--- config.mk ---
export PLATFORM = sky130hd
export DESIGN_NAME = pbr_frame_store
export DESIGN_NICKNAME = d
export VERILOG_FILES = /design/src/hdl/pbr_pkg.sv /design/src/hdl/pbr_frame_store.sv
export SDC_FILE = /design/constraint.sdc
export NUM_CORES = 2
export LEC_CHECK = 0
export BUFFER_PORTS_ARGS = -buffer_cell sky130_fd_sc_hd__buf_4
export CAP_MARGIN = 20
export CELL_PAD_IN_SITES_DETAIL_PLACEMENT = 1
export CELL_PAD_IN_SITES_GLOBAL_PLACEMENT = 2
export CORE_MARGIN = 5
export CORE_UTILIZATION = 26
export DETAILED_ROUTE_END_ITERATION = 8
export GPL_TIMING_DRIVEN = 0
export PLACE_DENSITY_LB_ADDON = 0.1
export SLEW_MARGIN = 40
export SYNTH_ARGS = -nofsm -noshare
export SYNTH_HDL_FRONTEND = slang
export SYNTH_MEMORY_MAX_BITS = 65536
export SYNTH_SLANG_ARGS = --single-unit
--- constraint.sdc ---
create_clock -name clock -period 16.9 [get_ports clock]
set_input_delay 3.38 -clock clock [delete_from_list [all_inputs] [get_ports clock]]
set_output_delay 3.38 -clock clock [all_outputs]
set_load 0.02 [all_outputs]
--- src/hdl/pbr_pkg.sv ---
// Package: shared constants, types and a saturating increment for the page buffer replacement block
package pbr_pkg;
   localparam int NUM_FRAMES_DEFAULT = 64;
   localparam int CfDivisor = 3;
   localparam int PageWidth = 32;
   localparam int StampWidth = 32;
   localparam int CountWidth = 32;
   localparam int FrameOutWidth = 6;
   localparam int PolicyWidth = 2;

   typedef enum logic [1:0] {
      POLICY_LRU = 2'd0,
      POLICY_CFLRU = 2'd1,
      POLICY_WSR = 2'd2,
      POLICY_SPARE = 2'd3
   } policy_type;

   function automatic logic [CountWidth-1:0] sat_inc(input logic [CountWidth-1:0] v);
      sat_inc = (v == '1) ? v : v + 1'b1;
   endfunction
endpackage

--- src/hdl/pbr_frame_store.sv ---
// Frame table memories: page, stamp, dirty and cold per frame
module pbr_frame_store #(
   parameter int NUM_FRAMES = pbr_pkg::NUM_FRAMES_DEFAULT,
   parameter int IdxWidth = (NUM_FRAMES > 1) ? $clog2(NUM_FRAMES) : 1
) (
   input  logic                           clock,
   input  logic [IdxWidth-1:0]            rd_addr,
   output logic [pbr_pkg::PageWidth-1:0]  rd_page,
   output logic [pbr_pkg::StampWidth-1:0] rd_stamp,
   output logic                           rd_dirty,
   output logic                           rd_cold,
   input  logic                           wr_en,
   input  logic [IdxWidth-1:0]            wr_addr,
   input  logic [pbr_pkg::PageWidth-1:0]  wr_page,
   input  logic [pbr_pkg::StampWidth-1:0] wr_stamp,
   input  logic                           wr_dirty,
   input  logic                           wr_cold
);
   localparam int EntryWidth = pbr_pkg::PageWidth + pbr_pkg::StampWidth + 2;
   logic [EntryWidth-1:0] mem [NUM_FRAMES];
   logic [EntryWidth-1:0] rd_data_ff;

   always_ff @(posedge clock) begin
      if (wr_en) begin
         mem[wr_addr] <= {wr_page, wr_stamp, wr_dirty, wr_cold};
      end
      rd_data_ff <= mem[rd_addr];
   end

   assign {rd_page, rd_stamp, rd_dirty, rd_cold} = rd_data_ff;
endmodule

**Word-level counts from Yosys, hierarchy flattened**

Memories as Yosys holds them, arrays and structs flattened. A register that Yosys moved wholly into a read port is not among the register bits.
Cells that the tools add are included.
Widths: inputs -> output; s select.

- Add/subtract/negate cells: 0
- Multipliers: 0
- Divide/modulo/power cells: 0
- Magnitude comparators: 0
- Eq/ne operators: 0
- Shift operators: 0
- Multiplexer cells: 2
- Bitwise operators: 0
- Reduce and logical (&&, ||, !) cells: 0

Operators with widths:

| cell | number |
|---|---|
| $mux 1 | 2 |

- Register bits: 0
- Bits in latches: 0
- Bits in writable memories: 4224
- Memory bits (read-only): 0
- Output and inout port bits: 66
- Memories: 1

Memory list:

| memory | words | bits a word | rd ports | clocked after Yosys merged registers in | wr ports | RTL line | source |
|---|---|---|---|---|---|---|---|
| mem | 64 | 66 | 1 | 1 | 1 | pbr_frame_store.sv:20 | `logic [EntryWidth-1:0] mem [NUM_FRAMES];` |

**Depth between registers and ports, before layout**

- Depth in word-level cells: 2
- Gate-level depth with buffers: 10
- Mapped depth without buffers: 5

**Worst setup path before layout**

No wires, ideal clock.

- Path type: in2reg
- From: in wr_addr[3]
- To: mem mem[48][0] (netlist bit), enable pin
- Data arrival time: 8360 ps
- Data required time: 16329 ps
- Path slack: 7969 ps
- Stages: 4
- Path buffers: 1
- Cell sequence: clkbuf_1 -> nor2b_1 -> nand4b_1 -> nor3_1

RTL lines:

| element | RTL line | source |
|---|---|---|
| start: declaration | pbr_frame_store.sv:13 | `input logic [IdxWidth-1:0] wr_addr,` |
| end: declaration | pbr_frame_store.sv:20 |  |

Straight into the memory's write port.

==> results.ini <==
[logic_synthesis]
synth_top_area_share_pct = 79.0
syn_nets = 6932
yosys.area.top_type = edfxtp_1
synth_seq_cells = 4290
synthTopCellsByArea = edfxtp_1, mux4_2, o22ai_1
yosysUniqueCellTypes = 36
syn_area_per_cell_sq_um = 23.4
synth_flop_cell = edfxtp_1
yosysSeqAreaShare_pct = 79.9
synth_edf_count = 4224
synthArstFlopShare_pct = 0
yosysWarnings = 0
synth_cells = 6852
syn_area_sq_um = 160000

[drt]
via_per_inst = 4.89
vias = 81400
post-route-drc-count = 0
wirelength_um = 618000
drtPass1Iterations = 7
wl_per_cell_um = 37.2
initialDrtViolationCount = 7869
antenna_left = 0

[power]
power.leakage_nw = 61.9
powerDensity_nw_per_um2 = 116
finalPower_mw = 23.1
ir_worst_vdd_uv = 90.3

[setup_path]
crit_path_max_fanout = 10
critPathBufInv = 6
r2r-end = rd_data_ff[12]
cp_slowest_stage_delay_ns = 0.73
cpMostUsedCell = buf_2
cp.depth = 9
critPathLaunchType = input port
critPathKind = in -> reg
setup.worst_path.end = rd_data_ff[46]
end_kind = register
crit-reg2reg-launch = mem[10][12]
crit_family = buffers and inverters
crit_required_ns = 17.84
crit_chain = buf_4 > buf_2 > buf_2 > buf_2 > buf_4 > buf_2 > a211oi_1 > nor3_1 > o22a_1
rr_worst_depth = 4
critPathLaunch = rd_addr[2]
crit_slowest_cell = buf_2
arrival_ns = 8.02
r2r_slack_ns = 14.57

[cts]
tritoncts = built
post_cts_buffers = 0
cts_buffer_depth = 4
numCtsBuffers = 485
h-tree-depth = 5
cts_hold_buffers = 0
cts_sinks = 4290
post_cts_resize_count = 0
cts.reportedPaths.clkPinSlew_ns = 0.06
clkLatencyLatePin_ns = 1.05
cts-root-buf = clkbuf_16

[final_layout]
multi_input_area_sq_um = 31200
finish.utilization_pct = 32.4
area_delta_synth_final_pct = 24.0
nets = 8147
final_cells = 16600
drive_gt1_share_pct = 33.4
nFillCells = 60000
seqCellArea_sq_um = 128000

[timing]
setup_viol = 0
slew_violations = 0
hold_viol_final = 0
fmax_mhz = 141
hold_ws_ns = 0.870
rsz0062_at_grt = false
post-route-period-util_pct = 41.9
slew_headroom_pct = 40.5
layout_setup_ws_ns = 9.82
worst_pin_slew_ns = 0.892
period_needed_ns = 7.08
clock_skew_ns = 0.104

[worst_hold_path]
hold_path.class = reg -> reg

[job]
maxCapViolCount = 0

[placement]
dp_hpwl_um = 453000
gp_congestion = 0.736
placedCellCount = 15700
port_buffers = 136
post-place-ws_ns = 8.68

[floorplanning]
die_h_um = 796
rows = 288
io_pins = 146
die_area_sq_um = 633000
core-area_sq_um = 615000
die_width_um = 796
start_util_pct = 26.1

[grt]
antenna_found_initial = 84
grt_start_max_net_pins = 65
grt_overflow = 0
groute.usage.overall_pct = 19.0
grt_pass1_vias = 85100
grt_pass1_wl_um = 813000

[run_status]
status = finished, final reports clean

==> sequential cells by signal, summed over array words and instances, names as in the netlist <==
name        flops
rd_data_ff     66
mem          4224
==> layout make-up <==
cell class / instances / share of cell area (%)
buffer: 399 / 1.11
antenna: 43 / 0.0541
multi-input combinational: 2163 / 15.7
clock inverter: 230 / 0.875
sequential: 4290 / 64.4
clock buffer: 647 / 6.49
tap: 8120 / 5.10
timing repair buffer: 728 / 6.30
==> cells in the mapped netlist (10+ instances only) <==
library cell	count
a22oi_1	53
nor3_1	58
nor2b_1	89
a211oi_1	106
edfxtp_1	4224
clkbuf_1	194
buf_4	49
nor4_1	56
buf_2	104
a21oi_1	12
nand3_1	26
o221ai_1	66
buf_1	36
mux4_2	1009
buf_6	16
nor2_1	120
o22ai_1	318
nand2_1	27
dfxtp_1	66
nand2b_1	11
a31oi_1	10
mux2i_1	102
o22a_1	56
==> metal layers <==
layer	share of wire (%)	GRT usage, %
met2	48	31.4
met4	2.0	3.64
met3	5.3	2.87
met5	0.017	0
met1	45	26.9
==> placed cells by master (no fill, tap or decap), types with 46 or more instances in the layout <==
cell type and count:
edfxtp_1 4224, clkbuf_16 489, a22oi_1 53, clkinv_2 60, buf_8 231, buf_2 132
nor2_1 57, mux4_2 1009, a211oi_1 106, nor3_1 56, clkinv_1 127, buf_4 239
nor2_4 63, mux2i_1 102, clkbuf_2 145, nor4_2 46, nor2b_1 87, clkbuf_1 188
buf_16 243, o22ai_1 318, o221ai_1 66, dfxtp_1 66, o22a_1 56
==> worst min path at each step <==
stage | from | end | slack [ns] | cells past startpoint
3_5_place_dp | mem[58][30] | rd_data_ff[30] | 0.88 | 4
5_1_grt | mem[56][30] | rd_data_ff[30] | 0.90 | 4
3_3_place_gp | mem[56][30] | rd_data_ff[30] | 0.88 | 4
2_1_floorplan | mem[1][64] | rd_data_ff[64] | 0.69 | 5
4_1_cts | mem[56][30] | rd_data_ff[30] | 0.87 | 4
6_report | mem[56][30] | rd_data_ff[30] | 0.87 | 4
==> power breakdown <==
part           internal [mW]  total, mW  switching [mW]  leakage [nW]
logic                  0.458       1.40           0.939          16.2
clock network           5.56       9.93            4.37          7.12
registers               11.8       11.8          0.0269          38.6
==> stage by stage <==
step           cell area (sq um)  TNS (ns)
2_1_floorplan             160000         0
3_3_place_gp              172000   -281.49
3_5_place_dp              184000         0
4_1_cts                   199000         0
5_1_grt                   199000         0
6_report                  199000         0
==> kinds of logic (layout without fill, tap and decap cells) <==
group                  after synthesis  count (layout)  synth area share (%)
AOI/OAI and AO/OA                  634             634                  2.79
buffers and inverters              399            2004                  1.20
DFF                               4290            4290                  79.9
muxes                             1118            1118                  14.8
other                                0              43                     0
and+or+nand+nor                    411             411                  1.31
==> worst reg2reg max path, stage by stage, from the launching register on <==
cell	delay [ns]
edfxtp_1	0.33
mux4_2	0.23
o22ai_1	0.13
nor4_2	0.71
o22a_1	0.77
Power figures use the tool's default switching activity.
